`config.mk`:
```
export PLATFORM = sky130hd
export DESIGN_NAME = gn3_fade
export DESIGN_NICKNAME = d
export VERILOG_FILES = /design/src/rtl/gradient_noise_3d_defines.svh /design/src/rtl/gn3_pkg.sv /design/src/rtl/gn3_fade.sv
export SDC_FILE = /design/constraint.sdc
export NUM_CORES = 2
export LEC_CHECK = 0
export BUFFER_PORTS_ARGS = -buffer_cell sky130_fd_sc_hd__buf_2
export CORE_AREA = 5 5 219 434
export DETAILED_ROUTE_END_ITERATION = 12
export DIE_AREA = 0 0 224 439
export PLACE_DENSITY = 0.68
export SYNTH_ARGS = -nofsm -noshare
export SYNTH_HDL_FRONTEND = slang
export SYNTH_SLANG_ARGS = --single-unit
```
`constraint.sdc`:
```
create_clock -name i_clk -period 9.8 [get_ports i_clk]
set_clock_uncertainty 0.1 [all_clocks]
set_input_delay 0.49 -clock i_clk [delete_from_list [all_inputs] [get_ports i_clk]]
set_output_delay 0.49 -clock i_clk [all_outputs]
set_load 0.005 [all_outputs]
```
`src/rtl/gradient_noise_3d_defines.svh`:
```
// assertion macros for the gradient noise block
// used by gradient_noise_3d, expects i_clk and i_rst_n in scope
`ifndef GRADIENT_NOISE_3D_DEFINES_SVH
`define GRADIENT_NOISE_3D_DEFINES_SVH

// same-cycle implication
`define GN3_ASSERT_NOW(lbl, ante, cons) \
    lbl: assert property (@(posedge i_clk) disable iff (!i_rst_n) (ante) |-> (cons)) \
        else $error("gn3 check failed");

// next-cycle implication
`define GN3_ASSERT_NEXT(lbl, ante, cons) \
    lbl: assert property (@(posedge i_clk) disable iff (!i_rst_n) (ante) |=> (cons)) \
        else $error("gn3 check failed");

`endif

```
`src/rtl/gn3_pkg.sv`:
```
// shared constants, types and arithmetic helpers for the gradient noise block
// no dependencies
`default_nettype none

package gn3_pkg;

    localparam int FRAC_BITS = 16;
    localparam int COORD_W   = 32;
    localparam int SEED_W    = 32;
    localparam int OUT_W     = 18;
    localparam int NUM_STG   = 7;
    localparam int NUM_CRN   = 8;
    localparam int FADE_W    = FRAC_BITS + 2;
    localparam int OFS_W     = FRAC_BITS + 2;
    localparam int VAL_W     = FRAC_BITS + 4;
    localparam int HLO_W     = 16;

    localparam logic [31:0] K_X = 32'h27d4eb2d;
    localparam logic [31:0] K_Y = 32'h85ebca6b;
    localparam logic [31:0] K_Z = 32'h165667b1;
    localparam logic [31:0] K_M = 32'h2c1b3c6d;

    typedef logic signed [VAL_W-1:0]  t_val;
    typedef logic signed [FADE_W-1:0] t_fade;
    typedef logic signed [OFS_W-1:0]  t_ofs;

    typedef struct packed {
        logic [NUM_STG-1:0] en;
    } t_pipe_ctl;

    localparam t_val OUT_MAX = t_val'((1 << (OUT_W - 1)) - 1);
    localparam t_val OUT_MIN = -t_val'(1 << (OUT_W - 1));

    function automatic t_val corner_dot(logic [3:0] idx, t_ofs dx, t_ofs dy, t_ofs dz);
        t_val ex;
        t_val ey;
        t_val ez;
        t_val res;
        ex = t_val'(dx);
        ey = t_val'(dy);
        ez = t_val'(dz);
        case (idx)
            4'd0:    res = ex + ey;
            4'd1:    res = -ex + ey;
            4'd2:    res = ex - ey;
            4'd3:    res = -ex - ey;
            4'd4:    res = ex + ez;
            4'd5:    res = -ex + ez;
            4'd6:    res = ex - ez;
            4'd7:    res = -ex - ez;
            4'd8:    res = ey + ez;
            4'd9:    res = -ey + ez;
            4'd10:   res = ey - ez;
            4'd11:   res = -ey - ez;
            4'd12:   res = ex + ey;
            4'd13:   res = -ex + ey;
            4'd14:   res = -ey + ez;
            4'd15:   res = -ey - ez;
            default: res = '0;
        endcase
        return res;
    endfunction

    function automatic t_val lerp(t_val a, t_val b, t_fade t);
        logic signed [VAL_W:0]        d;
        logic signed [VAL_W+FADE_W:0] p;
        d = $signed({b[VAL_W-1], b}) - $signed({a[VAL_W-1], a});
        p = d * t;
        return a + t_val'(p >>> FRAC_BITS);
    endfunction

endpackage

`default_nettype wire

```
`src/rtl/gn3_fade.sv`:
```
// fade curve 6t^5 - 15t^4 + 10t^3 in three register stages
// depends on gn3_pkg
`default_nettype none

module gn3_fade import gn3_pkg::*; (
    input  wire logic                 i_clk,
    input  wire t_pipe_ctl            i_ctl,
    input  wire logic [FRAC_BITS-1:0] i_t,
    output t_fade                     o_fade
);

    localparam int INN_W = FRAC_BITS + 5;
    localparam logic signed [INN_W-1:0] FIFTEEN = INN_W'(15 * (1 << FRAC_BITS));
    localparam logic signed [INN_W-1:0] TEN     = INN_W'(10 * (1 << FRAC_BITS));

    logic signed [INN_W-1:0]           w_inner;
    logic signed [INN_W+FRAC_BITS:0]   w_p1;
    logic        [2*FRAC_BITS-1:0]     w_sq;
    logic        [2*FRAC_BITS-1:0]     w_cube;
    logic signed [INN_W+FRAC_BITS:0]   w_p3;

    logic signed [INN_W-1:0]   r_a;
    logic        [FRAC_BITS-1:0] r_tt;
    logic        [FRAC_BITS-1:0] r_t1;
    logic signed [INN_W-1:0]   r_poly;
    logic        [FRAC_BITS-1:0] r_t3;
    t_fade                     r_fade;

    assign w_inner = $signed(INN_W'({i_t, 2'b00}) + INN_W'({i_t, 1'b0})) - FIFTEEN;
    assign w_p1    = $signed({1'b0, i_t}) * w_inner;
    assign w_sq    = i_t * i_t;
    assign w_cube  = r_tt * r_t1;
    assign w_p3    = $signed({1'b0, r_t3}) * r_poly;

    always_ff @(posedge i_clk) begin
        if (i_ctl.en[1]) begin
            r_a  <= INN_W'(w_p1 >>> FRAC_BITS);
            r_tt <= w_sq[2*FRAC_BITS-1:FRAC_BITS];
            r_t1 <= i_t;
        end
        if (i_ctl.en[2]) begin
            r_poly <= r_a + TEN;
            r_t3   <= w_cube[2*FRAC_BITS-1:FRAC_BITS];
        end
        if (i_ctl.en[3]) begin
            r_fade <= FADE_W'(w_p3 >>> FRAC_BITS);
        end
    end

    assign o_fade = r_fade;

endmodule

`default_nettype wire

```
---- Word-level counts from Yosys, hierarchy flattened ----
Cells that the tools add are included.
W data, S select, Z words.
storage, ports and cells
  register bits ........................... 108
  output and inout port bits .............. 18
  logic and storage cells ................. 13
cells by class
  multipliers ............................. 4
  $add $sub $neg .......................... 3
operators with widths
  kind                      number
  $mul A16 B16 Y32          2
  $mul A17 B21 Y37          1
  $mul A17 B21 Y34          1
  $add A21 B21 Y21 const B  1
  $sub A19 B20 Y21 const B  1
  $add A18 B17 Y19          1

---- Longest topological paths before layout ----
  depth in word-level cells ............... 3
  gate-level depth with buffers ........... 37

---- Worst setup path before layout ----
OpenSTA, ideal clock, no wires.
  kind .................................... in2reg
  start ................................... input port i_t[1]
  end ..................................... register r_a[19], data pin
  slack ................................... 1,065 ps
  arrival time ............................ 8,373 ps
  cell stages on the path ................. 35
  setup time .............................. 262 ps
  cell sequence ........................... buf_2 > inv_1 > ha_1 > inv_1 > ha_1 > fa_1 > a21o_1 > a21oi_2 > o21bai_1 > a21oi_1 > o21bai_1 > a31o_2 > a211oi_1 > xnor2_1 > buf_2 > nand2_1 > fa_1 > inv_1 > fa_1 > fa_1 > fa_1 > fa_1 > inv_1 > fa_1 > inv_1 > ha_1 > a21o_1 > a21o_1 > a21o_1 > a21o_1 > a22oi_1 > o31ai_2 > o41ai_4 > o21bai_1 > xor2_1
between the ends
  word-level cells in the longest chain between the ends .. 3
RTL lines
  item                    RTL line        source
  start: declaration      gn3_fade.sv:8   input wire logic [FRAC_BITS-1:0] i_t,
  $add A18 B17 Y19        gn3_fade.sv:29  assign w_inner = $signed(INN_W'({i_t, 2'b00}) + INN_W'({i_t, 1'b0})) - FIFTEEN;
  $sub A19 B20 Y21        gn3_fade.sv:29
  $mul A17 B21 Y37 *      gn3_fade.sv:30  assign w_p1 = $signed({1'b0, i_t}) * w_inner;
  net w_p1[35]            gn3_fade.sv:17  logic signed [INN_W+FRAC_BITS:0] w_p1;
  end signal: assignment  gn3_fade.sv:37  r_a <= INN_W'(w_p1 >>> FRAC_BITS);
  end: declaration        gn3_fade.sv:22  logic signed [INN_W-1:0] r_a;
The timed path passes the listed nets; every way through them passes the cells marked *.
A chain may end at the register's enable or synchronous reset.

---- Worst setup path in the final report ----
Ends and elaborated chain as after synthesis.

==> flow_metrics.env <==
export IMPL_status="completed"
export IMPL_synthTopCellsByArea="fa_1 47%, ha_1 13%, inv_1 11%, edfxtp_1 8.0%, and2_1 5.4%"
export IMPL_clockBufferDepth=2
export IMPL_rsz0062_at_grt="no"
export IMPL_hold_path_class="reg -> reg"
export IMPL_ys_flop_type="edfxtp_1"
export IMPL_nets=5661
export IMPL_grt_antenna_before_repair=2
export IMPL_synth_edf_count=108
export IMPL_io_buffers=37
export IMPL_vias_per_cell=5.16
export IMPL_setup_viol=0
export IMPL_die_y_um=439
export IMPL_clkTransAtPathRegs_ns=0.08
export IMPL_cp_slowest_cell="fa_1"
export IMPL_arrival_ns=9.09
export IMPL_clockRootBuffer="clkbuf_16"
export IMPL_nFillCells=8607
export IMPL_finalHoldViolCount=0
export IMPL_multi_input_area_um2=32500
export IMPL_crit_fanout=34
export IMPL_netlist_instances=4295
export IMPL_gr_usage_all_layers_pct=22.0
export IMPL_crit_path_end_kind="register"
export IMPL_required_ns=9.85
export IMPL_reg2reg_from="r_t3[4]$_DFFE_PP_"
export IMPL_syn_to_final_growth_pct=4.49
export IMPL_max_stage_delay_ns=0.54
export IMPL_cts_tree="done"
export IMPL_io_pins=42
export IMPL_postCtsSetupRepairBufs=0
export IMPL_cpMostUsedCell="fa_1"
export IMPL_grt_pass1_wl_um=167000
export IMPL_htree_levels=3
export IMPL_hold_buffers=0
export IMPL_tns_ns=0
export IMPL_gp_congestion=0.916
export IMPL_seq_area_um2=3240
export IMPL_core_um2=91300
export IMPL_slew_headroom_pct=25.7
export IMPL_syn_nets=5703
export IMPL_start_kind="primary input"
export IMPL_hold_start="r_a[8]$_DFFE_PP_"
export IMPL_vias=28100
export IMPL_cts_resized=0
export IMPL_fp_row_count=157
export IMPL_start_util_pct=44.6
export IMPL_synth_top_family_by_area="adder cells"
export IMPL_drc=0
export IMPL_drive_gt1_share_pct=3.12
export IMPL_synth_distinct_cells=71
export IMPL_grt_ovfl_total=0
export IMPL_die_area_um2=98300
export IMPL_crit_start="i_t[1]"
export IMPL_synth_compound_area_share_pct=3.70
export IMPL_syn_area_per_cell_um2=9.49
export IMPL_ant_nets=0
export IMPL_async_flop_share_pct=0
export IMPL_slew_violations=0
export IMPL_die_width_um=224
export IMPL_cts_sinks=108
export IMPL_post_route_util_pct=46.6
export IMPL_synth_top_area_share_pct=47.1
export IMPL_cpLargestDelayFamily="adder cells"
export IMPL_grt_pass1_vias=32200
export IMPL_crit_type="in -> reg"
export IMPL_yosysWarnings=0
export IMPL_wl_per_cell_um=19.2
export IMPL_grt_max_degree=54
export IMPL_ys_seq_area_share_pct=7.96
export IMPL_drt_iter0_drc=1254
export IMPL_fmax_mhz=111
export IMPL_ys_seq_elements=108
export IMPL_layout_min_cycle_time_ns=9.05
export IMPL_clock_latency_ns=0.41
export IMPL_yosysTopAreaCell="fa_1"
export IMPL_worst_pin_slew_ns=1.11
export IMPL_post_route_period_util_pct=92.3
export IMPL_yosys_area_share_simple_pct=13.4
export IMPL_dp_hpwl_um=88000
export IMPL_synth_xor_area_share_pct=2.43
export IMPL_drt_total_wl_um=104000
export IMPL_syn_area_um2=40800
export IMPL_synth_mux_area_share_pct=0.0552
export IMPL_cap_violations=0
export IMPL_synthAdderAreaFrac_pct=60.2
export IMPL_path_buf_inv=7
export IMPL_dr_pass1_iters=5
export IMPL_numCtsBuffers=9
per-stage QoR:
stage | hold slack, ns | instances | cell area (um^2) | setup slack [ns]
5_1_grt | 0.328 | 5450 | 42600 | 0.305
3_3_place_gp | 0.308 | 5434 | 42300 | 0.469
6_report | 0.327 | 5452 | 42600 | 0.755
2_1_floorplan | 0.300 | 4295 | 40800 | 1.07
3_5_place_dp | 0.310 | 5434 | 42300 | 0.330
4_1_cts | 0.328 | 5450 | 42600 | 0.767
flip-flops by register name, summed over array words and instances (netlist names):
name / cells
o_fade: 18
r_a: 21
r_poly: 21
r_t1: 16
r_t3: 16
r_tt: 16
placed cells by master (no fill, tap or decap), types with 31 or more instances in the layout:
master / instances
inv_1: 1193
fa_1: 960
nand2_1: 572
ha_1: 424
and2_1: 352
edfxtp_1: 108
nor2_1: 97
xnor2_1: 80
buf_4: 53
a21oi_1: 52
buf_2: 37
a21o_1: 36
xor2_1: 31
layer usage:
metal | wire, um | global-route usage [%] | share of wire [%]
met1 | 32500 | 21.1 | 31
met3 | 3500 | 1.95 | 3.4
met4 | 8550 | 14.3 | 8.2
met2 | 59900 | 43.6 | 57
met5 | 0 | 0 | 0
final timing paths:
| kind | to | slack [ns] | depth (start not counted) |
|---|---|---|---|
| max | r_a[19]$_DFFE_PP_ | 0.75 | 34 |
| min | r_poly[8]$_DFFE_PP_ | 0.33 | 0 |
| max reg2reg | o_fade[17]$_DFFE_PP_ | 2.32 | 22 |
| min reg2reg | r_poly[8]$_DFFE_PP_ | 0.33 | 0 |
Yosys cell counts, types with 25 or more instances:
master,count
and2_1,352
ha_1,424
clkbuf_1,132
o21ai_0,25
xor2_1,31
nor3_1,27
a21oi_1,52
inv_1,1193
nand2_1,572
xnor2_1,82
a21o_1,36
edfxtp_1,108
fa_1,960
nor2_1,97
cells by family after synthesis:
logic type | after synthesis
adders and majority gates | 1384
muxes | 2
xor gates and xnor gates | 113
DFF | 108
and+or+nand+nor | 1136
AOI/OAI and AO/OA | 213
buffers and inverters | 1339
area by class of cell:
class / count / area share (%)
inverter: 1196 / 10.5
clock buffer: 10 / 0.538
antenna: 2 / 0.0117
sequential: 108 / 7.61
timing repair buffer: 90 / 1.37
clock inverter: 6 / 0.135
tap: 1192 / 3.50
multi-input combinational: 2848 / 76.3
Power is not shown: default switching activity piles up to over one toggle a cycle in this logic, so the estimate is an artifact.
