===== src/rtl/gradient_noise_3d_defines.svh =====
// assertion macros for the gradient noise block
// used by gradient_noise_3d, expects i_clk and i_rst_n in scope
`ifndef GRADIENT_NOISE_3D_DEFINES_SVH
`define GRADIENT_NOISE_3D_DEFINES_SVH

// same-cycle implication
`define GN3_ASSERT_NOW(lbl, ante, cons) \
    lbl: assert property (@(posedge i_clk) disable iff (!i_rst_n) (ante) |-> (cons)) \
        else $error("gn3 check failed");

// next-cycle implication
`define GN3_ASSERT_NEXT(lbl, ante, cons) \
    lbl: assert property (@(posedge i_clk) disable iff (!i_rst_n) (ante) |=> (cons)) \
        else $error("gn3 check failed");

`endif


===== src/rtl/gn3_pkg.sv =====
// shared constants, types and arithmetic helpers for the gradient noise block
// no dependencies
`default_nettype none

package gn3_pkg;

    localparam int FRAC_BITS = 16;
    localparam int COORD_W   = 32;
    localparam int SEED_W    = 32;
    localparam int OUT_W     = 18;
    localparam int NUM_STG   = 7;
    localparam int NUM_CRN   = 8;
    localparam int FADE_W    = FRAC_BITS + 2;
    localparam int OFS_W     = FRAC_BITS + 2;
    localparam int VAL_W     = FRAC_BITS + 4;
    localparam int HLO_W     = 16;

    localparam logic [31:0] K_X = 32'h27d4eb2d;
    localparam logic [31:0] K_Y = 32'h85ebca6b;
    localparam logic [31:0] K_Z = 32'h165667b1;
    localparam logic [31:0] K_M = 32'h2c1b3c6d;

    typedef logic signed [VAL_W-1:0]  t_val;
    typedef logic signed [FADE_W-1:0] t_fade;
    typedef logic signed [OFS_W-1:0]  t_ofs;

    typedef struct packed {
        logic [NUM_STG-1:0] en;
    } t_pipe_ctl;

    localparam t_val OUT_MAX = t_val'((1 << (OUT_W - 1)) - 1);
    localparam t_val OUT_MIN = -t_val'(1 << (OUT_W - 1));

    function automatic t_val corner_dot(logic [3:0] idx, t_ofs dx, t_ofs dy, t_ofs dz);
        t_val ex;
        t_val ey;
        t_val ez;
        t_val res;
        ex = t_val'(dx);
        ey = t_val'(dy);
        ez = t_val'(dz);
        case (idx)
            4'd0:    res = ex + ey;
            4'd1:    res = -ex + ey;
            4'd2:    res = ex - ey;
            4'd3:    res = -ex - ey;
            4'd4:    res = ex + ez;
            4'd5:    res = -ex + ez;
            4'd6:    res = ex - ez;
            4'd7:    res = -ex - ez;
            4'd8:    res = ey + ez;
            4'd9:    res = -ey + ez;
            4'd10:   res = ey - ez;
            4'd11:   res = -ey - ez;
            4'd12:   res = ex + ey;
            4'd13:   res = -ex + ey;
            4'd14:   res = -ey + ez;
            4'd15:   res = -ey - ez;
            default: res = '0;
        endcase
        return res;
    endfunction

    function automatic t_val lerp(t_val a, t_val b, t_fade t);
        logic signed [VAL_W:0]        d;
        logic signed [VAL_W+FADE_W:0] p;
        d = $signed({b[VAL_W-1], b}) - $signed({a[VAL_W-1], a});
        p = d * t;
        return a + t_val'(p >>> FRAC_BITS);
    endfunction

endpackage

`default_nettype wire


===== src/rtl/gn3_corner.sv =====
// corner hashing and gradient dot products in three register stages
// depends on gn3_pkg
`default_nettype none

module gn3_corner import gn3_pkg::*; (
    input  wire logic               i_clk,
    input  wire t_pipe_ctl          i_ctl,
    input  wire logic [COORD_W-1:0] i_x,
    input  wire logic [COORD_W-1:0] i_y,
    input  wire logic [COORD_W-1:0] i_z,
    input  wire logic [SEED_W-1:0]  i_seed,
    output t_val                    o_dot [NUM_CRN]
);

    localparam t_ofs ONE = t_ofs'(1 << FRAC_BITS);

    logic [31:0] w_cx;
    logic [31:0] w_cy;
    logic [31:0] w_cz;
    logic [31:0] w_mx1;
    logic [31:0] w_my1;
    logic [31:0] w_mz1;

    logic [31:0]          r_mx;
    logic [31:0]          r_my;
    logic [31:0]          r_mz;
    logic [SEED_W-1:0]    r_seed;
    logic [FRAC_BITS-1:0] r1_fx;
    logic [FRAC_BITS-1:0] r1_fy;
    logic [FRAC_BITS-1:0] r1_fz;
    logic [HLO_W-1:0]     r_hl [NUM_CRN];
    logic [HLO_W-1:0]     n_hl [NUM_CRN];
    logic [FRAC_BITS-1:0] r2_fx;
    logic [FRAC_BITS-1:0] r2_fy;
    logic [FRAC_BITS-1:0] r2_fz;
    t_val                 r_dot [NUM_CRN];
    t_val                 n_dot [NUM_CRN];

    assign w_cx  = 32'($signed(i_x[COORD_W-1:FRAC_BITS]));
    assign w_cy  = 32'($signed(i_y[COORD_W-1:FRAC_BITS]));
    assign w_cz  = 32'($signed(i_z[COORD_W-1:FRAC_BITS]));
    assign w_mx1 = r_mx + K_X;
    assign w_my1 = r_my + K_Y;
    assign w_mz1 = r_mz + K_Z;

    always_comb begin
        logic [31:0]      h;
        logic [31:0]      h2;
        logic [2*HLO_W-1:0] p;
        for (int c = 0; c < NUM_CRN; c++) begin
            h = r_seed ^ (((c & 1) != 0) ? w_mx1 : r_mx)
                       ^ (((c & 2) != 0) ? w_my1 : r_my)
                       ^ (((c & 4) != 0) ? w_mz1 : r_mz);
            h2 = h ^ (h >> 15);
            p = h2[HLO_W-1:0] * K_M[HLO_W-1:0];
            n_hl[c] = p[HLO_W-1:0];
        end
    end

    always_comb begin
        t_ofs       fx;
        t_ofs       fy;
        t_ofs       fz;
        t_ofs       dx;
        t_ofs       dy;
        t_ofs       dz;
        logic [3:0] idx;
        fx = t_ofs'({1'b0, r2_fx});
        fy = t_ofs'({1'b0, r2_fy});
        fz = t_ofs'({1'b0, r2_fz});
        for (int c = 0; c < NUM_CRN; c++) begin
            dx = ((c & 1) != 0) ? fx - ONE : fx;
            dy = ((c & 2) != 0) ? fy - ONE : fy;
            dz = ((c & 4) != 0) ? fz - ONE : fz;
            idx = r_hl[c][3:0] ^ r_hl[c][HLO_W-1:HLO_W-4];
            n_dot[c] = corner_dot(idx, dx, dy, dz);
        end
    end

    always_ff @(posedge i_clk) begin
        if (i_ctl.en[1]) begin
            r_mx   <= w_cx * K_X;
            r_my   <= w_cy * K_Y;
            r_mz   <= w_cz * K_Z;
            r_seed <= i_seed;
            r1_fx  <= i_x[FRAC_BITS-1:0];
            r1_fy  <= i_y[FRAC_BITS-1:0];
            r1_fz  <= i_z[FRAC_BITS-1:0];
        end
        if (i_ctl.en[2]) begin
            r_hl  <= n_hl;
            r2_fx <= r1_fx;
            r2_fy <= r1_fy;
            r2_fz <= r1_fz;
        end
        if (i_ctl.en[3]) begin
            r_dot <= n_dot;
        end
    end

    assign o_dot = r_dot;

endmodule

`default_nettype wire


===== config.mk =====
export PLATFORM = sky130hd
export DESIGN_NAME = gn3_corner
export DESIGN_NICKNAME = d
export VERILOG_FILES = /design/src/rtl/gradient_noise_3d_defines.svh /design/src/rtl/gn3_pkg.sv /design/src/rtl/gn3_corner.sv
export SDC_FILE = /design/constraint.sdc
export NUM_CORES = 2
export LEC_CHECK = 0
export ABC_AREA = 0
export ABC_CLOCK_PERIOD_IN_PS = 10000
export BUFFER_PORTS_ARGS = -buffer_cell sky130_fd_sc_hd__buf_2
export CORE_MARGIN = 3
export CORE_UTILIZATION = 30
export CTS_BUF_LIST = sky130_fd_sc_hd__clkbuf_16
export DETAILED_ROUTE_END_ITERATION = 16
export SYNTH_ARGS = -nofsm -noshare
export SYNTH_HDL_FRONTEND = slang
export SYNTH_SLANG_ARGS = --single-unit

===== constraint.sdc =====
create_clock -name i_clk -period 10 [get_ports i_clk]
set_input_delay 0.5 -clock i_clk [delete_from_list [all_inputs] [get_ports i_clk]]
set_output_delay 0.5 -clock i_clk [all_outputs]
set_load 0.01 [all_outputs]

======== Yosys cells after proc, flatten, opt, wreduce, memory -nomap -nowiden ========
Index checks and enable logic that the tools add are counted.
storage, ports and cells
  register bits after elaboration ......... 508
  input bits .............................. 136
  output and inout bits ................... 160
  logic and storage cells ................. 293
operators by class
  add/sub/neg operators ................... 58
  $mul .................................... 11
  equal/unequal tests ..................... 120
  multiplexer cells ....................... 8
  bitwise operators ....................... 30
  reductions and logical operators ........ 40
operators by type and width
  cell                                                                   number
  20-bit one-hot mux with 12 select lines                                8
  31-bit bitwise XOR                                                     14
  4-bit equality test, second input constant                             64
  4-bit by 3-bit equality test with 1-bit output, second input constant  32
  16-bit by 14-bit multiplier with 16-bit output, second input constant  8
  16-bit bitwise XOR                                                     8
  20-bit by 17-bit adder with 20-bit output                              6
  20-bit by 18-bit adder with 20-bit output                              6
  20-bit by 17-bit subtractor with 20-bit output                         6
  20-bit by 18-bit subtractor with 20-bit output                         6
  4-bit by 2-bit equality test with 1-bit output, second input constant  16
  2-bit OR reduction                                                     32
  17-bit by 18-bit adder with 19-bit output                              3
  18-bit by 17-bit adder with 19-bit output                              3
  18-bit by 18-bit adder with 19-bit output                              3
  17-bit by 18-bit subtractor with 19-bit output                         3
  18-bit by 17-bit subtractor with 19-bit output                         3
  18-bit by 18-bit subtractor with 19-bit output                         3
  16-bit by 17-bit subtractor with 18-bit output, second input constant  3
  16-bit by 16-bit adder with 17-bit output                              3
  16-bit by 16-bit subtractor with 17-bit output                         3
  16-bit negation with 20-bit output                                     2
  18-bit negation with 20-bit output                                     2
  4-bit by 1-bit equality test with 1-bit output, second input constant  8
  8 further kinds                                                        22

======== Longest topological paths before layout ========
  depth in word-level cells ............... 6
  depth in mapped cells ................... 31
  depth with buffers taken out ............ 31

======== Least setup slack after synthesis ========
No wires, ideal clock.
  path kind ............................... flip-flop to flip-flop
  from .................................... register r_mz[15]
  to ...................................... register r_hl[15] (netlist name), data pin
  library setup time ...................... 0.266 ns
  data arrival time ....................... 7.231 ns
  slack ................................... 2.503 ns
  stages on the path, launching flop included .. 27
  path buffers ............................ 0
  period minus slack after synthesis ...... 7.497 ns
  path through ............................ edfxtp_1 xnor2_1 xnor2_1 xnor2_1 xnor2_1 xnor2_1 xnor2_1 xnor2_1 ha_1 fa_1 inv_1 fa_1 inv_1 fa_1 inv_1 fa_1 fa_1 xnor2_1 xnor2_1 xnor2_1 xnor2_1 xnor2_1 xnor2_1 xnor2_1 xnor3_1 xnor2_1 xnor2_1
RTL lines
  what                    line              RTL
  from (decl)             gn3_corner.sv:26  logic [31:0] r_mz;
  from (signal assigned)  gn3_corner.sv:84  r_mz <= w_cz * K_Z;
  to (signal assigned)    gn3_corner.sv:91  r_hl <= n_hl;
  to (decl)               gn3_corner.sv:31  logic [HLO_W-1:0] r_hl [NUM_CRN];

==> flow_summary_export.csv <==
group,metric,value,unit
status,status,"finished, final reports clean",
die,chipWidth,487,µm
setup_path,worst-r2r-setup-slack,1.36,ns
synth,synthFlopType,"edfxtp_1",
setup_path,cp-start-kind,"flop",
clock_network,path_clk_slew,0.06,ns
setup_path,crit_path_frequent_cell,"xnor2_1",
synth,synth-adder-area-share,36.5,%
route,viasPerCell,5.57,
setup_path,slowest_stage,"xor2_1",
setup_path,crit_fanout,6,
clock_network,cts_tree,"built",
synth,synth-xor-area-share,10.9,%
final_layout,drive_above_1_share,10.0,%
setup_path,crit_family,"adder cells",
synth,async_flop_share,0,%
clock_network,clock_sinks,444,
clock_network,clk_latency,0.68,ns
die,ios,296,
global_routing,grt_pass1_wl,462,mm
final_layout,multiInputGateArea,51600,µm²
timing,tns,0,ns
placement,gp_congestion,1.03,
global_routing,grt_use_total,27.2,%
timing,setup_violations,0,
timing,tightest_slew,1.45,ns
synth,synthTopCellsByCount,"1,247 x inv_1, 963 x ha_1, 666 x fa_1",
setup_path,path_class,"flop to flop",
setup_path,critical_path_required,10.40,ns
die,fp-row-count,176,
setup_path,critPathMaxStageDelay,0.60,ns
timing,slew_headroom,3.39,%
placement,post-place-ws,1.40,ns
global_routing,first_global_vias,62100,
synth,synth_top_area_share,19.2,%
setup_path,cp.arrival,9.04,ns
setup_path,cp-end-kind,"flop",
timing,drv_slew,0,
clock_network,post_cts_buffers,0,
synth,avgSynthCellArea,9.35,µm²
global_routing,gr-total-overflow,0,
die,fp.dieH,487,µm
timing,timing.final.ws_setup,1.36,ns
route,highest-signal-layer,"met5",
global_routing,antenna_found_initial,21,
synth,synth_top_family_by_area,"adder cells",
route,met3WireLength,27.0,mm
route,post-route-drc-count,0,
placement,placedInstanceArea,76800,µm²
clock_network,cts-htree-levels,2,
placement,dp_hpwl,272,mm
route,wl_met1,126,mm
route,num_vias,61500,
clock_network,root_buffer,"clkbuf_16",
die,start_util,30.2,%
synth,yosysTopAreaCell,"edfxtp_1",
final_layout,num-fill-cells,23400,
clock_network,cts_hold_buf,77,
synth,yosys_register_bits,444,
placement,io_buffers,290,
final_layout,final-seq-area,13300,µm²
timing,skew,0.0206,ns
synth,synth_edf_count,444,
synth,netlist_instances,7437,
synth,synth_cell_types,97,
synth,synth.area.top_cells,"edfxtp_1 19%, fa_1 19%, ha_1 17%",
setup_path,timing.rr.start,"r_mz[0]$_DFFE_PP_",
synth,synth_compound_area_share,16.7,%
synth,yosysSeqAreaShare,19.2,%
timing,fmax,0.116,GHz
setup_path,cp_num_buf_inv,5,
setup_path,worstSetupStartpoint,"r_mz[0]$_DFFE_PP_",
synth,synth_most_common_cell,"inv_1",
route,met2_length,150,mm
route,wl,331,mm
route,drtPass1Iterations,9,
synth,ys_warn_count,0,
timing,post-route-period-util,86.4,%
synth,synth.mux.area_fraction,0.117,%
timing,hold_viol_final,0,
route,ant_nets,0,
global_routing,grt_max_degree,82,
min_path,hp-start,"i_seed[17]",
flow_run,maxCapViolCount,0,
min_path,hold_class,"input pin to flop",
final_layout,nets,9735,
route,dr.first_iter.drc_count,6273,
route,wl_per_cell,29.9,µm
timing,rsz0062_at_grt,"false",
synth,syn_nets,9202,
clock_network,cts.path.max_buffers,3,
timing,fin_crit,8.64,ns
die,core,230000,µm²
final_layout,area_growth_syn_to_layout,14.0,%
synth,syn_area,69600,µm²
synth,yosys.area_share.simple,9.10,%
final_layout,postLayoutCellArea,79300,µm²
clock_network,cts_buffers,52,
clock_network,cts_resized,0,
die,dieArea,238000,µm²
-- layout make-up --
cell class / count / area share (%)
inverters: 1248 / 5.91
repair buffers: 620 / 5.22
clock buffers: 53 / 1.67
clock inverters: 42 / 0.440
flip-flops and latches: 444 / 16.8
well taps: 3026 / 4.77
multi-input cells: 5604 / 65.1
diodes: 19 / 0.0600
-- registers in the layout, indices dropped and copies added, names as in the netlist --
name	flops
r_hl	64
r2_fx	16
r_seed	31
r1_fx	16
r_mz	31
r_mx	31
r1_fy	16
r1_fz	16
r_my	31
r2_fz	16
o_dot	160
r2_fy	16
-- cell usage in the layout (no fill, tap or decap), drive strengths merged, types with 152 or more instances in the layout --
master and n:
a21oi 413, buf 542, nor2 535, ha 963, xor2 212, o21ai 255, inv 1265, nand2 414
o22ai 152, xnor2 627, fa 666, edfxtp 444
-- stage by stage --
step                      utilization, %  hold slack [ns]  cells
after floorplan                        -            0.400   7437
after global routing                34.4           0.0243  11000
after CTS                           34.4          0.00288  11000
after global placement              33.3            0.403  10900
final                               34.4           0.0576  11100
after detailed placement            33.3            0.405  10900
-- layer usage --
metal	track usage (%)	up-vias
met2	44.1	3295
met3	5.92	1032
met5	0	-
li1	-	26900
met4	18.7	12
met1	32.0	30300
-- worst paths after layout --
path | to | depth (start not counted)
worst min-delay path | r_seed[17]$_DFFE_PP_ | 1
worst min register to register | r2_fx[9]$_DFFE_PP_ | 0
worst max-delay path | r_hl[31]$_DFFE_PP_ | 30
worst max register to register | r_hl[31]$_DFFE_PP_ | 30
-- logic make-up after synthesis --
logic type	count (synthesis)
adder cells (fa/ha/maj)	1630
flip-flops	444
AO/OA/AOI/OAI	1712
multiplexers	8
XOR/XNOR	840
AND/OR/NAND/NOR	1414
buffers and inverters	1389
Power is not shown: default switching activity piles up to over one toggle a cycle in this logic, so the estimate is an artifact.
